## config.mk

```make
export PLATFORM = sky130hd
export DESIGN_NAME = rgb_grid_led_serializer_flat
export DESIGN_NICKNAME = d
export VERILOG_FILES = /design/src/rgbls_pkg.sv /design/src/rgbls_in_if.sv /design/src/rgbls_out_if.sv /design/src/rgbls_front.sv /design/src/rgbls_queue.sv /design/src/rgbls_back.sv /design/src/rgb_grid_led_serializer.sv /design/src/flat_wrapper.sv
export SDC_FILE = /design/constraint.sdc
export NUM_CORES = 1
export LEC_CHECK = 0
export BUFFER_PORTS_ARGS = -buffer_cell sky130_fd_sc_hd__buf_2
export CELL_PAD_IN_SITES_DETAIL_PLACEMENT = 0
export CELL_PAD_IN_SITES_GLOBAL_PLACEMENT = 1
export CORE_MARGIN = 5
export CORE_UTILIZATION = 57
export CTS_BUF_LIST = sky130_fd_sc_hd__clkbuf_16
export DETAILED_ROUTE_END_ITERATION = 10
export GPL_ROUTABILITY_DRIVEN = 0
export PLACE_DENSITY_LB_ADDON = 0.1
export SLEW_MARGIN = 15
export SYNTH_ARGS = -nofsm -noshare
export SYNTH_HDL_FRONTEND = slang
export SYNTH_SLANG_ARGS = --single-unit
```

## constraint.sdc

```tcl
create_clock -name clk_i -period 8.1 [get_ports clk_i]
set_input_delay 0.81 -clock clk_i [delete_from_list [all_inputs] [get_ports clk_i]]
set_output_delay 0.81 -clock clk_i [all_outputs]
set_load 0.005 [all_outputs]
```

## src/rgbls_pkg.sv

```systemverilog
`default_nettype none
package rgbls_pkg;

  localparam int unsigned GridRows       = 4;
  localparam int unsigned GridCols       = 4;
  localparam int unsigned RepeatsPerCell = 4;
  localparam int unsigned CellCount      = GridRows * GridCols;
  localparam int unsigned CellW          = (CellCount > 1) ? $clog2(CellCount) : 1;
  localparam int unsigned RepW           = (RepeatsPerCell > 1) ? $clog2(RepeatsPerCell) : 1;
  localparam int unsigned BitsPerCopy    = 24;
  localparam int unsigned BitPtrW        = 5;
  localparam int unsigned ColorW         = 8;
  localparam int unsigned GapW           = 16;
  localparam int unsigned QueueDepth     = 2;
  localparam int unsigned QPtrW          = 1;
  localparam int unsigned QCntW          = $clog2(QueueDepth + 1);
  localparam int unsigned AddrW          = 3;
  localparam int unsigned DataW          = 32;

  localparam logic            RegFrameGap = 1'b0;
  localparam logic [GapW-1:0] GapReset    = 16'd1;

  typedef enum logic [1:0] {
    FuncSetCell  = 2'd0,
    FuncClearAll = 2'd1,
    FuncTick     = 2'd2
  } func_e;

  typedef struct packed {
    func_e                   op;
    logic [CellW-1:0]        addr;
    logic [3*ColorW-1:0]     rgb;
  } cmd_t;

endpackage
`default_nettype wire

```

## src/rgbls_in_if.sv

```systemverilog
`default_nettype none
interface rgbls_in_if;
  logic       valid;
  logic       ready;
  logic [1:0] func;
  logic [1:0] row_index;
  logic [1:0] col_index;
  logic [7:0] red;
  logic [7:0] green;
  logic [7:0] blue;

  modport source (output valid, func, row_index, col_index, red, green, blue, input ready);
  modport sink (input valid, func, row_index, col_index, red, green, blue, output ready);
endinterface
`default_nettype wire

```

## src/rgbls_out_if.sv

```systemverilog
`default_nettype none
interface rgbls_out_if;
  logic valid;
  logic ready;
  logic data_bit;
  logic frame_end;

  modport source (output valid, data_bit, frame_end, input ready);
  modport sink (input valid, data_bit, frame_end, output ready);
endinterface
`default_nettype wire

```

## src/rgbls_front.sv

```systemverilog
`default_nettype none
module rgbls_front (
  rgbls_in_if.sink               item_i,
  output logic                   push_valid_o,
  input  logic                   push_ready_i,
  output rgbls_pkg::cmd_t        push_data_o
);

  logic keep;
  logic in_range;

  assign in_range = (32'(item_i.row_index) < rgbls_pkg::GridRows) &&
                    (32'(item_i.col_index) < rgbls_pkg::GridCols);

  always_comb begin
    keep = 1'b0;
    case (rgbls_pkg::func_e'(item_i.func))
      rgbls_pkg::FuncSetCell:  keep = in_range;
      rgbls_pkg::FuncClearAll: keep = 1'b1;
      rgbls_pkg::FuncTick:     keep = 1'b1;
      default:                 keep = 1'b0;
    endcase
  end

  assign push_data_o.op   = rgbls_pkg::func_e'(item_i.func);
  assign push_data_o.addr = rgbls_pkg::CellW'(32'(item_i.row_index) * rgbls_pkg::GridCols +
                                              32'(item_i.col_index));
  assign push_data_o.rgb  = {item_i.red, item_i.green, item_i.blue};

  // unused codes and out-of-range writes are taken and dropped here
  assign push_valid_o = item_i.valid && keep;
  assign item_i.ready = push_ready_i;

endmodule
`default_nettype wire

```

## src/rgbls_queue.sv

```systemverilog
`default_nettype none
module rgbls_queue (
  input  logic            clk_i,
  input  logic            rst_ni,
  input  logic            push_valid_i,
  output logic            push_ready_o,
  input  rgbls_pkg::cmd_t push_data_i,
  output logic            pop_valid_o,
  input  logic            pop_ready_i,
  output rgbls_pkg::cmd_t pop_data_o
);

  rgbls_pkg::cmd_t                    mem_q [rgbls_pkg::QueueDepth];
  logic [rgbls_pkg::QPtrW-1:0]        wptr_q, wptr_d;
  logic [rgbls_pkg::QPtrW-1:0]        rptr_q, rptr_d;
  logic [rgbls_pkg::QCntW-1:0]        cnt_q, cnt_d;
  logic                               push, pop;

  assign push_ready_o = (cnt_q != rgbls_pkg::QCntW'(rgbls_pkg::QueueDepth));
  assign pop_valid_o  = (cnt_q != '0);
  assign pop_data_o   = mem_q[rptr_q];
  assign push         = push_valid_i && push_ready_o;
  assign pop          = pop_valid_o && pop_ready_i;

  always_comb begin
    wptr_d = push ? wptr_q + 1'b1 : wptr_q;
    rptr_d = pop ? rptr_q + 1'b1 : rptr_q;
    cnt_d  = cnt_q;
    if (push && !pop) begin
      cnt_d = cnt_q + 1'b1;
    end else if (pop && !push) begin
      cnt_d = cnt_q - 1'b1;
    end
  end

  always_ff @(posedge clk_i or negedge rst_ni) begin
    if (!rst_ni) begin
      wptr_q <= '0;
      rptr_q <= '0;
      cnt_q  <= '0;
    end else begin
      wptr_q <= wptr_d;
      rptr_q <= rptr_d;
      cnt_q  <= cnt_d;
    end
  end

  always_ff @(posedge clk_i) begin
    if (push) begin
      mem_q[wptr_q] <= push_data_i;
    end
  end

endmodule
`default_nettype wire

```

## src/rgbls_back.sv

```systemverilog
`default_nettype none
module rgbls_back (
  input  logic                         clk_i,
  input  logic                         rst_ni,
  input  logic                         pop_valid_i,
  output logic                         pop_ready_o,
  input  rgbls_pkg::cmd_t              pop_data_i,
  input  logic [rgbls_pkg::GapW-1:0]   frame_gap_i,
  rgbls_out_if.source                  result_o
);

  logic [3*rgbls_pkg::ColorW-1:0] buf_q [rgbls_pkg::CellCount];
  logic [rgbls_pkg::CellCount-1:0] vld_q, vld_d;

  logic                            sending_q, sending_d;
  logic                            dirty_q, dirty_d;
  logic [rgbls_pkg::CellW-1:0]     cell_ptr_q, cell_ptr_d;
  logic [rgbls_pkg::RepW-1:0]      rep_q, rep_d;
  logic [rgbls_pkg::BitPtrW-1:0]   bit_ptr_q, bit_ptr_d;
  logic [rgbls_pkg::GapW-1:0]      gap_q, gap_d;
  logic                            out_valid_q, out_valid_d;
  logic                            out_bit_q, out_bit_d;
  logic                            out_end_q, out_end_d;

  logic                            fire, is_tick, emit, last;
  logic                            last_bit, last_rep, last_cell;
  logic [3*rgbls_pkg::ColorW-1:0]  word;
  logic [rgbls_pkg::BitPtrW-1:0]   sel;

  assign pop_ready_o = !out_valid_q || result_o.ready;
  assign fire        = pop_valid_i && pop_ready_o;
  assign is_tick     = fire && (pop_data_i.op == rgbls_pkg::FuncTick);
  assign emit        = is_tick && (sending_q || (gap_q == '0 && dirty_q));

  assign word = vld_q[cell_ptr_q] ? buf_q[cell_ptr_q] : '0;
  assign sel  = rgbls_pkg::BitPtrW'(rgbls_pkg::BitsPerCopy - 1) - bit_ptr_q;

  assign last_bit  = (bit_ptr_q == rgbls_pkg::BitPtrW'(rgbls_pkg::BitsPerCopy - 1));
  assign last_rep  = (rep_q == rgbls_pkg::RepW'(rgbls_pkg::RepeatsPerCell - 1));
  assign last_cell = (cell_ptr_q == rgbls_pkg::CellW'(rgbls_pkg::CellCount - 1));
  assign last      = last_bit && last_rep && last_cell;

  always_comb begin
    vld_d      = vld_q;
    sending_d  = sending_q;
    dirty_d    = dirty_q;
    cell_ptr_d = cell_ptr_q;
    rep_d      = rep_q;
    bit_ptr_d  = bit_ptr_q;
    gap_d      = gap_q;
    out_valid_d = out_valid_q && !result_o.ready;
    out_bit_d   = out_bit_q;
    out_end_d   = out_end_q;

    if (fire) begin
      case (pop_data_i.op)
        rgbls_pkg::FuncSetCell: begin
          vld_d[pop_data_i.addr] = 1'b1;
          dirty_d = 1'b1;
        end
        rgbls_pkg::FuncClearAll: begin
          vld_d   = '0;
          dirty_d = 1'b1;
        end
        rgbls_pkg::FuncTick: begin
          if (!sending_q) begin
            if (gap_q != '0) begin
              gap_d = gap_q - 1'b1;
            end else if (dirty_q) begin
              dirty_d   = 1'b0;
              sending_d = 1'b1;
            end
          end
        end
        default: ;
      endcase
    end

    // pointers sit at the frame start whenever no frame is running
    if (emit) begin
      out_valid_d = 1'b1;
      out_bit_d   = word[sel];
      out_end_d   = last;
      if (last) begin
        sending_d  = 1'b0;
        cell_ptr_d = '0;
        rep_d      = '0;
        bit_ptr_d  = '0;
        gap_d      = frame_gap_i;
      end else if (!last_bit) begin
        bit_ptr_d = bit_ptr_q + 1'b1;
      end else begin
        bit_ptr_d = '0;
        if (!last_rep) begin
          rep_d = rep_q + 1'b1;
        end else begin
          rep_d      = '0;
          cell_ptr_d = cell_ptr_q + 1'b1;
        end
      end
    end
  end

  always_ff @(posedge clk_i or negedge rst_ni) begin
    if (!rst_ni) begin
      vld_q       <= '0;
      sending_q   <= 1'b0;
      dirty_q     <= 1'b1;
      cell_ptr_q  <= '0;
      rep_q       <= '0;
      bit_ptr_q   <= '0;
      gap_q       <= '0;
      out_valid_q <= 1'b0;
    end else begin
      vld_q       <= vld_d;
      sending_q   <= sending_d;
      dirty_q     <= dirty_d;
      cell_ptr_q  <= cell_ptr_d;
      rep_q       <= rep_d;
      bit_ptr_q   <= bit_ptr_d;
      gap_q       <= gap_d;
      out_valid_q <= out_valid_d;
    end
  end

  always_ff @(posedge clk_i) begin
    out_bit_q <= out_bit_d;
    out_end_q <= out_end_d;
    if (fire && pop_data_i.op == rgbls_pkg::FuncSetCell) begin
      buf_q[pop_data_i.addr] <= pop_data_i.rgb;
    end
  end

  assign result_o.valid     = out_valid_q;
  assign result_o.data_bit  = out_bit_q;
  assign result_o.frame_end = out_end_q;

endmodule
`default_nettype wire

```

## src/rgb_grid_led_serializer.sv

```systemverilog
// An item is taken into a two-entry queue, executed from its head, and a resulting bit
// is loaded into the output register. Throughput: one item per cycle while the output
// is not stalled by result_o.ready, set by the single execute stage of the back end.
// Reset (async, active low): buffer reads as zero, frame marked dirty, gap register 1,
// queue and output empty.
`default_nettype none
module rgb_grid_led_serializer (
  input  logic                            clk_i,
  input  logic                            rst_ni,
  rgbls_in_if.sink                        item_i,
  rgbls_out_if.source                     result_o,
  input  logic                            psel,
  input  logic                            penable,
  input  logic                            pwrite,
  input  logic [rgbls_pkg::AddrW-1:0]     paddr,
  input  logic [rgbls_pkg::DataW-1:0]     pwdata,
  output logic [rgbls_pkg::DataW-1:0]     prdata,
  output logic                            pready
);

  logic                          push_valid, push_ready;
  rgbls_pkg::cmd_t               push_data;
  logic                          pop_valid, pop_ready;
  rgbls_pkg::cmd_t               pop_data;
  logic [rgbls_pkg::GapW-1:0]    gap_cfg_q;
  logic                          hit;

  assign pready = 1'b1;
  assign hit    = (paddr[rgbls_pkg::AddrW-1] == rgbls_pkg::RegFrameGap);

  always_ff @(posedge clk_i or negedge rst_ni) begin
    if (!rst_ni) begin
      gap_cfg_q <= rgbls_pkg::GapReset;
    end else if (psel && penable && pwrite && hit) begin
      gap_cfg_q <= pwdata[rgbls_pkg::GapW-1:0];
    end
  end

  assign prdata = hit ? rgbls_pkg::DataW'(gap_cfg_q) : '0;

  rgbls_front u_front (
    .item_i       (item_i),
    .push_valid_o (push_valid),
    .push_ready_i (push_ready),
    .push_data_o  (push_data)
  );

  rgbls_queue u_queue (
    .clk_i        (clk_i),
    .rst_ni       (rst_ni),
    .push_valid_i (push_valid),
    .push_ready_o (push_ready),
    .push_data_i  (push_data),
    .pop_valid_o  (pop_valid),
    .pop_ready_i  (pop_ready),
    .pop_data_o   (pop_data)
  );

  rgbls_back u_back (
    .clk_i       (clk_i),
    .rst_ni      (rst_ni),
    .pop_valid_i (pop_valid),
    .pop_ready_o (pop_ready),
    .pop_data_i  (pop_data),
    .frame_gap_i (gap_cfg_q),
    .result_o    (result_o)
  );

endmodule
`default_nettype wire

```

## src/flat_wrapper.sv

```systemverilog
// flat-port wrapper written by rule: the top's interface ports become plain ports
module rgb_grid_led_serializer_flat 
  (clk_i, rst_ni, psel, penable, pwrite, paddr, pwdata, prdata, pready, item_i_valid, item_i_func, item_i_row_index, item_i_col_index, item_i_red, item_i_green, item_i_blue, item_i_ready, result_o_valid, result_o_data_bit, result_o_frame_end, result_o_ready);
  rgbls_in_if item_i_i ();
  rgbls_out_if result_o_i ();
  input  logic clk_i;
  input  logic rst_ni;
  input  logic psel;
  input  logic penable;
  input  logic pwrite;
  input  logic [rgbls_pkg::AddrW-1:0] paddr;
  input  logic [rgbls_pkg::DataW-1:0] pwdata;
  output logic [rgbls_pkg::DataW-1:0] prdata;
  output logic pready;
  input wire logic [$bits(item_i_i.valid)-1:0] item_i_valid;
  input wire logic [$bits(item_i_i.func)-1:0] item_i_func;
  input wire logic [$bits(item_i_i.row_index)-1:0] item_i_row_index;
  input wire logic [$bits(item_i_i.col_index)-1:0] item_i_col_index;
  input wire logic [$bits(item_i_i.red)-1:0] item_i_red;
  input wire logic [$bits(item_i_i.green)-1:0] item_i_green;
  input wire logic [$bits(item_i_i.blue)-1:0] item_i_blue;
  output wire logic [$bits(item_i_i.ready)-1:0] item_i_ready;
  output wire logic [$bits(result_o_i.valid)-1:0] result_o_valid;
  output wire logic [$bits(result_o_i.data_bit)-1:0] result_o_data_bit;
  output wire logic [$bits(result_o_i.frame_end)-1:0] result_o_frame_end;
  input wire logic [$bits(result_o_i.ready)-1:0] result_o_ready;
  assign item_i_i.valid = item_i_valid;
  assign item_i_i.func = item_i_func;
  assign item_i_i.row_index = item_i_row_index;
  assign item_i_i.col_index = item_i_col_index;
  assign item_i_i.red = item_i_red;
  assign item_i_i.green = item_i_green;
  assign item_i_i.blue = item_i_blue;
  assign item_i_ready = item_i_i.ready;
  assign result_o_valid = result_o_i.valid;
  assign result_o_data_bit = result_o_i.data_bit;
  assign result_o_frame_end = result_o_i.frame_end;
  assign result_o_i.ready = result_o_ready;
  rgb_grid_led_serializer u_core (.clk_i(clk_i), .rst_ni(rst_ni), .item_i(item_i_i), .result_o(result_o_i), .psel(psel), .penable(penable), .pwrite(pwrite), .paddr(paddr), .pwdata(pwdata), .prdata(prdata), .pready(pready));
endmodule
```

Word level (Yosys, flattened, before mapping) --
Memory sizes are Yosys's and may differ from the RTL's. Index checks and enable logic that the tools add are counted.
Word-level totals: memory bits (writable) 444, memories kept 2, bits of input ports 72, word-level logic and storage cells 121, bits in registers 68, output and inout bits 37
Operators by class: $add $sub $neg 10, reduce and logical (&&, ||, !) cells 38, eq/ne operators 10, bitwise logic cells 2, muxes and demuxes 41, order comparisons 4
Memories:
- u_core.u_back.buf_q | words 16, width 24, rd ports 1, clocked after Yosys merged registers in 0, wr ports 1, line rgbls_back.sv:12 | logic [3*rgbls_pkg::ColorW-1:0] buf_q [rgbls_pkg::CellCount];
- u_core.u_queue.mem_q | words 2, width 30, rd ports 1, clocked after Yosys merged registers in 0, wr ports 1, line rgbls_queue.sv:13 | rgbls_pkg::cmd_t mem_q [rgbls_pkg::QueueDepth];
Operators with widths (number):
- $mux 16 | 7
- $pmux 16 s2 | 1
- $mux 24 | 1
- $mux 1 | 18
- $logic_and 1x1->1 | 16
- $logic_not 16->1 | 1
- $or 16x16->16 | 1
- $reduce_bool 16->1 | 1
- $sub 16x1->16 const B | 1
- $mux 4 | 3
- $reduce_bool 2->1 | 6
- $lt 4x5->1 const B | 2
- $mux 2 | 5
- $mux 5 | 2
- $eq 2x2->1 const B | 3
- $lt 5x6->1 const B | 1
- $ne 2x2->1 const B | 3
- $add 5x1->5 const B | 1
- $bmux 1 s5 | 1
- $eq 5x5->1 const B | 1
- $sub 5x5->5 const A | 1
- $add 2x1->2 const B | 2
- $add 4x1->4 const B | 1
- $add 4x2->4 | 1
- other kinds (17) | 25

Longest topological paths before layout --
Gate-level depths: netlist (run 1).
depth after elaboration 9, depth in mapped cells 12

By module --
A second synthesis (run 1) with hierarchy kept.
Second synthesis, totals: cell total of the unflattened synthesis 1126, area total of the unflattened synthesis 20706.1 um2
By module, submodules not included:
- rgbls_back | seq. area each 12743.5 um2, times used 1, area an instance 17176.5 um2, cells each 913
- rgbls_queue | seq. area each 1901.8 um2, times used 1, area an instance 2384.8 um2, cells each 111
- rgb_grid_led_serializer | seq. area each 401.6 um2, times used 1, area an instance 900.9 um2, cells each 70
- rgbls_front | seq. area each 0.0 um2, times used 1, area an instance 244.0 um2, cells each 32

Worst setup path before layout (run 1) --
No wires, ideal clock.
path kind input -> register, start point in result_o_ready, end point mem u_core.u_back.buf_q[0][0] in the netlist's numbering (enable), data required time 7.694 ns, arrival 2.568 ns, buffers on the path 0, stages 5, slack 5.126 ns, cell sequence nand2b_1 o21ai_1 nor2_1 o21ai_0 nor2_1
On the way: word-level cells in the longest chain between the ends 5
RTL lines:
- from (decl) | line flat_wrapper.sv:26 | input wire logic [$bits(result_o_i.ready)-1:0] result_o_ready;
- $logic_or 1x1->1 | line rgbls_back.sv:30 | assign pop_ready_o = !out_valid_q || result_o.ready;
- $logic_and 1x1->1 | line rgbls_back.sv:31 | assign fire = pop_valid_i && pop_ready_o;
- $logic_and 1x1->1 | line rgbls_back.sv:129 | if (fire && pop_data_i.op == rgbls_pkg::FuncSetCell) begin
- $mux 1 | line rgbls_back.sv:129
- $mux 1 (implied by the code) | line rgbls_back.sv:130 | buf_q[pop_data_i.addr] <= pop_data_i.rgb;
- to (decl) | line rgbls_back.sv:12
Every way passes these cells.

Worst setup path in the final report (run 1) --
start point reg u_core.u_back.cell_ptr_q[0] in the netlist's numbering, end point reg u_core.u_back.out_bit_q, in the netlist u_core.u_back.result_o.data_bit (data pin)
On the way: word-level cells in the longest chain between the ends 5, elaborated cells between the ends (all ways) 6, classes of those cells mux (5); memory (1)
RTL lines:
- from (decl) | line rgbls_back.sv:17 | logic [rgbls_pkg::CellW-1:0] cell_ptr_q, cell_ptr_d;
- from (signal assigned) | line rgbls_back.sv:118 | cell_ptr_q <= cell_ptr_d;
- $bmux 1 s4 | line rgbls_back.sv:35 | assign word = vld_q[cell_ptr_q] ? buf_q[cell_ptr_q] : '0;
- $mux 1 (implied by the code) | line rgbls_back.sv:35
- $mux 24 * | line rgbls_back.sv:35
- $bmux 1 s5 * | line rgbls_back.sv:82 | out_bit_d = word[sel];
- $mux 1 (implied by the code) * | line rgbls_back.sv:82
- to (signal assigned) | line rgbls_back.sv:127 | out_bit_q <= out_bit_d;
- to (decl) | line rgbls_back.sv:22 | logic out_bit_q, out_bit_d;
Every way passes the cells marked *; elsewhere a longest branch is shown, timed or not. The select of a mux whose other input is x is not followed. A chain may end at the register's enable or synchronous reset.

==> summary.md, run 1 <==
| Metric | Value |
|---|---|
| Status | `completed` |
| CTS root buf | `clkbuf_16` |
| Post-CTS Setup Bufs | `0` |
| Final setup margin | `between 4 and 5 ns` |
| Synth area leader | `edfxtp_1` |
| Max FO, Critical Path | `56` |
| Post-DRT Antenna Nets | `0` |
| Arrival @ worst endpoint | `4.33 ns` |
| Mapped Avg Cell Area | `17.78 um2` |
| Number of synthesized flops with an enable pin | `446` |
| Commonest non-fill, non-tap cell in the layout | `edfxtp_1` |
| Die X | `around 200 um` |
| H-Tree Level Count | `2` |
| RR Endpoint | `u_core.u_back.result_o.data_bit` |
| Post-synth cell types | `64` |
| Number of gates resized after cts | `0` |
| Worst-Skew Late Latency | `0.58 ns` |
| Register area | `about 15000 um2` |
| Total GRT Usage | `between 20% and 30%` |
| Final Hold Slack | `0.4156 ns` |
| Kind of critical path | `flip-flop to flip-flop` |
| Multi-input gate area | `5205 um2` |
| Ys flop type | `edfxtp_1` |
| Critical path endpoint | `u_core.u_back.result_o.data_bit` |
| Number of global-route vias before repair | `approximately 11000` |
| Reg2reg path depth | `8` |
| Vias/cell | `around 6.1` |
| Wl on met1 | `slightly below 20 mm` |
| # rows | `a little under 70` |
| Detail Route met3 WL | `2.614 mm` |
| RSZ-0062 raised after global routing | `no` |
| First-pass GRT wire length | `66.55 mm` |
| Final HPWL DP | `around 24 mm` |
| Total negative setup slack | `0 ns` |
| R2R Setup Slk | `4.10 ns` |
| Slew HR | `a little over a fifth` |
| Crit end category | `flip-flop` |
| Design area | `~23000 um2` |
| Syn-to-layout area delta | `11.85%` |
| DR top layer | `met5` |
| Die area | `around 40000 um2` |
| # port buffers | `73` |
| Async S/R FF share, synth | `around 13%` |
| Critical R2R Launch | `u_core.u_back.cell_ptr_q[0]` |
| Slew @ Worst Pin | `1.180 ns` |
| Placed cell areas | `about 21000 um2` |
| 1st-pass router iterations | `5` |
| Routed WL | `approximately 44 mm` |
| Synth Instances | `about 1200` |
| Grt ovf | `0` |
| Hold/Removal Path Class | `input pin to async pin` |
| Fin crit share | `between 40 and 50%` |
| Final setup violation count | `0` |
| YS warnings | `0` |
| Max-Cap Viols | `0` |
| Antenna cells | `0` |
| CP Launch Type | `flip-flop` |
| Critical Path Start | `u_core.u_back.cell_ptr_q[0]` |
| Hold buffers post-CTS | `0` |
| Initial antenna violation count | `1` |
| Req. time, crit path | `between 8 and 9 ns` |
| Placeable Area | `around 36000 um2` |
| VDD IR max | `0.2399 mV` |
| Most frequent cells in the layout | `edfxtp_1, mux2i_1, buf_2` |
| Synth Cell Area | `just over 20000 um2` |
| Final setup skew | `around 0.015 ns` |
| Total Power | `between 0.006 and 0.007 W` |
| DRC errors left | `0` |
| Clock buffer depth | `3` |
| Initial detailed-routing violation count | `between 600 and 700` |
| Largest net degree at the start of global routing | `67` |
| Synth top area cells | `edfxtp_1, dfrtp_1, mux4_2` |
| Wire length on met2 | `~21 mm` |
| Reg clk slew, reported paths | `0.06 ns` |
| Total I/O pin count | `between 100 and 150` |
| Layout Nets | `around 1300` |
| FILL cells | `2500` |
| Pwr/cell area | `290.1 nW/um2` |
| Register bit total from synthesis | `slightly above 500` |
| LEAKAGE | `7.603 nW` |
| Pins over their slew limit | `0` |
| Setup WS pre-CTS | `~4 ns` |
| Synth top area share | `64.93%` |
| Post-DR wirelength/cell | `approximately 25 um` |
| Num CTS Buffers | `50` |
| Final min period | `3.997 ns` |
| Post-synthesis sequential area ratio | `between 70 and 80%` |
| CTS tree | `yes` |
| Fmax | `around 0.25 GHz` |
| Clock Sinks | `512` |
| Fin. Hold Viols | `0` |
| DR vias | `10610` |
| Starting Density | `approximately 58%` |
| Die height | `between 200 and 250 um` |
| Share of layout cells above drive strength 1 | `between 20% and 30%` |
[layout make-up]
type,instances,area share (%)
Clock inverter,41,1.616
Sequential cell,512,65.24
Tap cell,461,2.500
Clock buffer,53,5.748
Multi-Input combinational cell,575,22.56
Inverter,14,0.2278
Timing Repair Buffer,89,2.104
[sequential cells by signal (all words and copies together) (netlist names)]
| signal | count |
|---|---|
| u_core.u_back.buf_q | 384 |
| u_core.u_queue.mem_q | 60 |
| u_core.gap_cfg_q | 16 |
| u_core.u_back.gap_q | 16 |
| u_core.u_back.vld_q | 16 |
| u_core.u_back.bit_ptr_q | 5 |
| u_core.u_back.cell_ptr_q | 4 |
| u_core.u_back.rep_q | 2 |
| u_core.u_queue.cnt_q | 2 |
| u_core.u_back.dirty_q | 1 |
| u_core.u_back.result_o.data_bit | 1 |
| u_core.u_back.result_o.frame_end | 1 |
| u_core.u_back.result_o.valid | 1 |
| u_core.u_back.sending_q | 1 |
| u_core.u_queue.rptr_q | 1 |
| u_core.u_queue.wptr_q | 1 |
[power breakdown]
part,internal [W],total [W],switching (W)
clock network,0.00143,0.00237,0.000947
registers,0.00333,0.00346,0.000128
logic,0.000274,0.000857,0.000583
[Yosys cell counts (11+ instances only)]
master,count
mux2_2,48
o21ai_1,18
mux2i_1,81
buf_4,23
o22ai_1,17
xnor2_1,17
dfrtp_1,64
o221ai_1,38
nand2_1,48
o21a_1,16
nor2_1,48
buf_2,11
nor2b_1,20
a21oi_1,28
mux4_2,55
edfxtp_1,446
inv_1,12
nor3_1,17
clkbuf_1,23
[worst max-delay path, stage by stage (launching register included)]
cell and delay [ns]:
dfrtp_4 1.05, buf_4 0.90, mux4_2 0.60, and2_1 0.17, o21ai_0 0.18, a21oi_1 0.09
nor4_1 0.34, a211oi_1 0.10, a211o_1 0.27
[per-layer routing]
layer	up-vias	global-route usage [%]
met1	5457	32.37
met4	2	5.557
met2	313	34.85
met5	-	0
li1	4772	-
met3	69	3.703
[worst min path at each step]
stage                                             end  cells after the start              startpoint  slack [ns]
after floorplan                u_core.u_back.vld_q[1]                      1  u_core.u_back.vld_q[1]        0.46
after global placement         u_core.u_back.vld_q[1]                      1  u_core.u_back.vld_q[1]        0.47
after detailed placement       u_core.u_back.vld_q[0]                      1  u_core.u_back.vld_q[0]        0.47
after CTS                 u_core.u_queue.mem_q[1][26]                      1     item_i_row_index[0]        0.39
after global routing      u_core.u_queue.mem_q[1][14]                      1         item_i_green[6]        0.40
final                          u_core.u_back.vld_q[9]                      2                  rst_ni        0.42
[through the flow]
stage / util [%] / std cells
after global routing: 64.71 / 1745
final: 64.71 / 1745
after detailed placement: 59.93 / 1651
after global placement: 59.93 / 1651
after CTS: 64.70 / 1745
after floorplan: - / 1175
[cell families after synthesis]
logic type      synth area share (%)
flops                          72.95
mux                            13.19
simple gates                   4.246
compound gates                 5.490
buf+inv                        2.687
xor+xnor                      0.9766
fa+ha+maj                     0.4246
other cells                  0.03641
(Power assumes the default switching activity.)
==> inputs of run 2 (changes only) <==
--- a/config.mk
+++ b/config.mk
@@ -9,7 +9,7 @@
 export CELL_PAD_IN_SITES_DETAIL_PLACEMENT = 0
 export CELL_PAD_IN_SITES_GLOBAL_PLACEMENT = 1
 export CORE_MARGIN = 5
-export CORE_UTILIZATION = 57
+export CORE_UTILIZATION = 53
 export CTS_BUF_LIST = sky130_fd_sc_hd__clkbuf_16
 export DETAILED_ROUTE_END_ITERATION = 10
 export GPL_ROUTABILITY_DRIVEN = 0
==> constraint.sdc (replaced) <==
create_clock -name clk_i -period 3.77 [get_ports clk_i]
set_input_delay 0.377 -clock clk_i [delete_from_list [all_inputs] [get_ports clk_i]]
set_output_delay 0.377 -clock clk_i [all_outputs]
set_load 0.005 [all_outputs]
==> run 2 against run 1 <==
Effect of this change:
- critical path depth fell by 1
- combinational power rose by 130%
- via count rose by 3.5%
- sequential share of layout area fell by 2.3 points
- sequential cell count did not move
- power rose by 120%
- count of clock-buffer cells in the layout rose by 2
- core utilization fell by 2.7 points
- setup slack got worse by 3.5 ns
- cell count rose by 7.2%
- sequential power rose by 110%
- clock power rose by 120%
- critical endpoint unchanged
- critical path type unchanged
==> summary.md, run 2 (synthesized netlist as in run 1, its figures left out) <==
| Metric | Value |
|---|---|
| Status | `completed` |
| Fin. Hold Viols | `0` |
| DRC errors left | `0` |
| Pwr/cell area | `around 600 nW/um2` |
| LEAKAGE | `7.974 nW` |
| Post-CTS Setup Bufs | `0` |
| Most frequent cells in the layout | `edfxtp_1, mux2i_1, buf_2` |
| Pins over their slew limit | `0` |
| Biggest register | `u_core.u_back.buf_q` |
| Die X | `~210 um` |
| Met3 Use GR | `under 10%` |
| Clock buffer depth | `3` |
| Design area | `between 20000 and 25000 um2` |
| CTS tree | `yes` |
| Slew @ Worst Pin | `1.225 ns` |
| Fin crit share | `between 80 and 90%` |
| FILL cells | `2886` |
| Clock Sinks | `between 500 and 600` |
| # port buffers | `73` |
| Post-DRT Antenna Nets | `0` |
| M1 GR Usage | `between 30 and 40%` |
| Hold/Removal Path Class | `input pin to flip-flop` |
| Largest register FFs | `approximately 380` |
| Total GRT Usage | `21.66%` |
| Req. time, crit path | `~4.1 ns` |
| Final setup violation count | `0` |
| Initial detailed-routing violation count | `901` |
| Fmax | `roughly 0.32 GHz` |
| Kind of critical path | `flip-flop to flip-flop` |
| Slew HR | `a little under a fifth` |
| 1st-pass router iterations | `5` |
| Worst-Skew Late Latency | `0.58 ns` |
| DR vias | `approximately 11000` |
| Share of layout cells above drive strength 1 | `around 25%` |
| Max FO, Critical Path | `29` |
| Number of global-route vias before repair | `approximately 11000` |
| RSZ-0062 raised after global routing | `no` |
| Num CTS Buffers | `52` |
| Max-Cap Viols | `0` |
| CP Launch Type | `flip-flop` |
| H-Tree Level Count | `2` |
| Layout Nets | `around 1400` |
| Starting Density | `~53%` |
| Antenna cells | `0` |
| Met2 Usage GRT | `between 30% and 40%` |
| Routed WL | `46.68 mm` |
| CTS root buf | `clkbuf_16` |
| Post-DR wirelength/cell | `between 20 and 25 um` |
| Crit end category | `flip-flop` |
| Final setup skew | `approximately 0.0098 ns` |
| Total I/O pin count | `around 110` |
| # rows | `between 70 and 80` |
| Arrival @ worst endpoint | `approximately 3.5 ns` |
| Top Registers | `u_core.u_back.buf_q (384), u_core.u_queue.mem_q (60)` |
| Die height | `207.3 um` |
| Initial antenna violation count | `0` |
| Placeable Area | `38560 um2` |
| Die area | `about 43000 um2` |
| Final min period | `3.165 ns` |
| Reg clk slew, reported paths | `about 0.060 ns` |
| First-pass GRT wire length | `between 70 and 80 mm` |
| Final HPWL DP | `between 20 and 30 mm` |
| Placed cell areas | `~22000 um2` |
| Total negative setup slack | `0 ns` |
| Most Used Layer, Global Route | `met2` |
| Grt ovf | `0` |
| Total Power | `0.01455 W` |
| VDD IR max | `about 0.42 mV` |
| Commonest non-fill, non-tap cell in the layout | `edfxtp_1` |
| Largest net degree at the start of global routing | `46` |
| Syn-to-layout area delta | `15.85%` |
| Vias/cell | `5.872` |
[run 2: final timing paths]
check / start / end / slack (ns) / depth (start not counted)
max reg2reg: u_core.u_back.cell_ptr_q[0] / u_core.u_back.result_o.data_bit / 0.61 / 7
min reg2reg: u_core.u_back.vld_q[0] / u_core.u_back.vld_q[0] / 0.49 / 1
max: u_core.u_back.cell_ptr_q[0] / u_core.u_back.result_o.data_bit / 0.61 / 7
min: pwdata[13] / u_core.gap_cfg_q[13] / 0.04 / 2
min in group asynchronous: rst_ni / u_core.u_back.vld_q[9] / 0.33 / 2
max in group asynchronous: rst_ni / u_core.u_queue.rptr_q / 2.43 / 3
[run 2: worst max-delay path, cell delays in order, from the launching register on]
cell and delay (ns):
dfrtp_4 0.82, buf_4 0.54, mux4_2 0.56, nor3_1 0.15
nor4_1 0.08, nor4_1 0.39, a211oi_1 0.10, a211o_1 0.27
[run 2: report_power, final]
group	internal (W)	leakage, nW	switching (W)
sequential	0.00716	4.87	0.000248
combinational	0.000656	2.22	0.00133
clock	0.00309	0.886	0.00207
total	0.0109	7.97	0.00365
[run 2: through the flow]
stage                     cells  utilization [%]  hold WS, ns  worst slack (ns)
after global placement     1744            56.66       0.3823            0.6107
after floorplan            1175                -      0.08141             1.112
final                      1870            61.98      0.03578            0.6055
after CTS                  1869            61.93     0.005388            0.6092
after global routing       1870            61.98      0.01339            0.4544
after detailed placement   1744            56.66       0.3839            0.6126
[run 2: timing repair]
item,CTS,global route
endpoints found under the hold margin,81,0
gates resized for setup,0,0
setup endpoints to repair,0,0
hold buffers,31,0
[run 2: area by class of cell]
| cell class | count | area, um2 | share of cell area (%) |
|---|---|---|---|
| well taps | 518 | 648.1 | 2.712 |
| multi-input cells | 575 | 5211 | 21.81 |
| inverters | 14 | 52.55 | 0.2199 |
| clock buffers | 55 | 1376 | 5.759 |
| repair buffers | 157 | 1211 | 5.068 |
| flip-flops and latches | 512 | 15050 | 62.99 |
| clock inverters | 39 | 344.1 | 1.440 |
[run 2: per-layer routing]
layer / part of all wire [%] / routed length, um
met1: 45 / 21160
met2: 47 / 22120
met3: 5.1 / 2371
met4: 2.2 / 1033
met5: 0 / 0
==> inputs of run 3 (changes only) <==
--- a/config.mk
+++ b/config.mk
@@ -9,7 +9,7 @@
 export CELL_PAD_IN_SITES_DETAIL_PLACEMENT = 0
 export CELL_PAD_IN_SITES_GLOBAL_PLACEMENT = 1
 export CORE_MARGIN = 5
-export CORE_UTILIZATION = 53
+export CORE_UTILIZATION = 48
 export CTS_BUF_LIST = sky130_fd_sc_hd__clkbuf_16
 export DETAILED_ROUTE_END_ITERATION = 10
 export GPL_ROUTABILITY_DRIVEN = 0
==> constraint.sdc (replaced) <==
create_clock -name clk_i -period 2.6 [get_ports clk_i]
set_input_delay 0.26 -clock clk_i [delete_from_list [all_inputs] [get_ports clk_i]]
set_output_delay 0.26 -clock clk_i [all_outputs]
set_load 0.005 [all_outputs]
==> run 3 against run 2 <==
Effect of this change:
- non-clock buffer count rose by 55
- via count rose by 1.6%
- clock skew increased by 0.011 ns
- power rose by 45%
- die area rose by 9.9%
- first-iteration DRC count fell by 29%
- critical path type unchanged
- critical endpoint unchanged
- highest routed layer unchanged
==> summary.md, run 3 (synthesized netlist as in run 1, its figures left out) <==
| Metric | Value |
|---|---|
| Status | `completed` |
| Slew @ Worst Pin | `around 0.95 ns` |
| Total GRT Usage | `20.54%` |
| Starting Density | `between 40% and 50%` |
| DRC errors left | `0` |
| Layout Nets | `approximately 1400` |
| Fmax | `0.3908 GHz` |
| Crit end category | `flip-flop` |
| Largest register FFs | `384` |
| Fin util | `about 58%` |
| Syn-to-layout area delta | `20.53%` |
| VDD IR max | `0.6760 mV` |
| Clock Sinks | `between 500 and 600` |
| Req. time, crit path | `about 2.9 ns` |
| Hold Path Origin | `item_i_valid` |
| DR vias | `approximately 11000` |
| H-Tree Level Count | `2` |
| R2R Setup Slk | `between 0.04 and 0.05 ns` |
| Reg2reg path depth | `9` |
| # port buffers | `between 70 and 80` |
| Die height | `between 200 and 250 um` |
| Die area | `roughly 47000 um2` |
| CTS tree | `yes` |
| Total negative setup slack | `0 ns` |
| Pwr/cell area | `851.4 nW/um2` |
| # rows | `76` |
| Arrival @ worst endpoint | `2.90 ns` |
| Kind of critical path | `flip-flop to flip-flop` |
| RSZ-0062 raised after global routing | `yes` |
| First-pass GRT wire length | `about 72 mm` |
| Slew HR | `a little over a third` |
| Final setup violation count | `0` |
| Placed cell areas | `22470 um2` |
| Routed WL | `~48 mm` |
| Total I/O pin count | `~110` |
| Pins over their slew limit | `0` |
| Share of layout cells above drive strength 1 | `between 20% and 30%` |
| Placed cells | `around 1800` |
| Initial antenna violation count | `0` |
| Antenna cells | `0` |
| CTS root buf | `clkbuf_16` |
| Reg clk slew, reported paths | `about 0.06 ns` |
| Final min period | `2.559 ns` |
| Hold/Removal Path Class | `input pin to flip-flop` |
| Post-DR wirelength/cell | `~25 um` |
| Post-DRT Antenna Nets | `0` |
| Fin crit share | `between 90% and 100%` |
| Largest net degree at the start of global routing | `34` |
| Die X | `about 220 um` |
| Fin. Hold Viols | `0` |
| Max FO, Critical Path | `9` |
| LEAKAGE | `between 8 and 9 nW` |
| Worst-Skew Late Latency | `0.59 ns` |
| Placeable Area | `~43000 um2` |
| RR Endpoint | `u_core.u_back.result_o.data_bit` |
| Top Registers | `u_core.u_back.buf_q (384), u_core.u_queue.mem_q (60)` |
| Initial detailed-routing violation count | `~640` |
| Biggest register | `u_core.u_back.buf_q` |
| Post-route insts no fill | `1959` |
| Number of global-route vias before repair | `between 10000 and 15000` |
| CP Launch Type | `flip-flop` |
| Critical R2R Launch | `u_core.u_back.cell_ptr_q[0]` |
| Grt ovf | `0` |
| Hold Path Sink | `u_core.u_queue.wptr_q` |
| Hold Crit Depth | `3` |
| Final HPWL DP | `approximately 29 mm` |
| Vias/cell | `5.693` |
| Final setup skew | `0.02109 ns` |
| Max-Cap Viols | `0` |
| 1st-pass router iterations | `5` |
| Clock buffer depth | `3` |
| Design area | `around 25000 um2` |
| Num CTS Buffers | `54` |
| Commonest non-fill, non-tap cell in the layout | `edfxtp_1` |
| Most frequent cells in the layout | `edfxtp_1, mux2i_1, buf_2` |
run 3: cell count changes in the layout (fill, tap and decap cells not counted), sizes merged:
| cell | change |
|---|---|
| buf | +38 |
| bufinv | -3 |
| clkinv | +5 |
| clkinvlp | +1 |
| dlygate4sd3 | +17 |
| inv | +3 |
run 3: through the flow:
stage / hold slack (ns) / worst slack, ns / total power (W)
floorplan: -0.03559 / -0.05816 / 0.01259
global placement: 0.2649 / -0.04596 / 0.01385
detailed placement: 0.2617 / -0.08400 / 0.01395
CTS: 0.02116 / 0.0004796 / 0.02136
global route: 0.05745 / -0.02648 / 0.02212
finish: 0.05142 / 0.04134 / 0.02117
run 3: timing repair:
action | in CTS | in global routing
buffers inserted | 3 | 4
pin swaps | 0 | 8
setup endpoints to repair | 1 | 9
hold buffers | 48 | 0
gates resized for setup | 3 | 28
hold endpoints to repair | 97 | 0
run 3: worst max path at each step:
stage / startpoint / cells after the start / to / slack, ns
after floorplan: u_core.u_queue.rptr_q / 6 / u_core.u_back.buf_q[4][0] / -0.06
after global placement: u_core.u_back.cell_ptr_q[0] / 8 / u_core.u_back.result_o.data_bit / -0.05
after detailed placement: u_core.u_back.cell_ptr_q[0] / 8 / u_core.u_back.result_o.data_bit / -0.08
after CTS: u_core.u_back.cell_ptr_q[0] / 11 / u_core.u_back.result_o.data_bit / 0.0005
after global routing: u_core.u_back.cell_ptr_q[0] / 7 / u_core.u_back.result_o.data_bit / -0.03
final: u_core.u_back.cell_ptr_q[0] / 9 / u_core.u_back.result_o.data_bit / 0.04
run 3: per-layer routing:
layer / vias up / wire [um] / share of wire (%) / global-route usage, %
met4: 0 / 1122 / 2.3 / 5.646
met5: - / 0 / 0 / 0
met1: 5784 / 21420 / 45 / 29.47
li1: 5033 / - / - / -
met2: 259 / 23210 / 48 / 33.25
met3: 76 / 2381 / 4.9 / 3.213
run 3: final cells by class:
class                      instances  area (um2)
sequential                       512       15050
inverter                          14       52.55
clock buffer                      55        1376
tap                              546       683.2
multi-input combinational        575        5343
clock inverter                    45       316.6
fill                            3255       17930
timing repair buffer             212        2038
run 3: power by group:
part           switching [W]  total, W  internal [W]
logic                0.00199   0.00311       0.00112
registers           0.000359    0.0107        0.0104
clock network        0.00309   0.00731       0.00422
run 3: worst max-delay path, cell delays in order, from the launching register on:
cell and delay [ns]:
dfrtp_4 0.49, buf_4 0.16, buf_12 0.14, mux4_2 0.42
nand2_1 0.09, a21oi_1 0.06, or4_4 0.53, o2111ai_2 0.09
a211oi_2 0.09, a211o_1 0.23
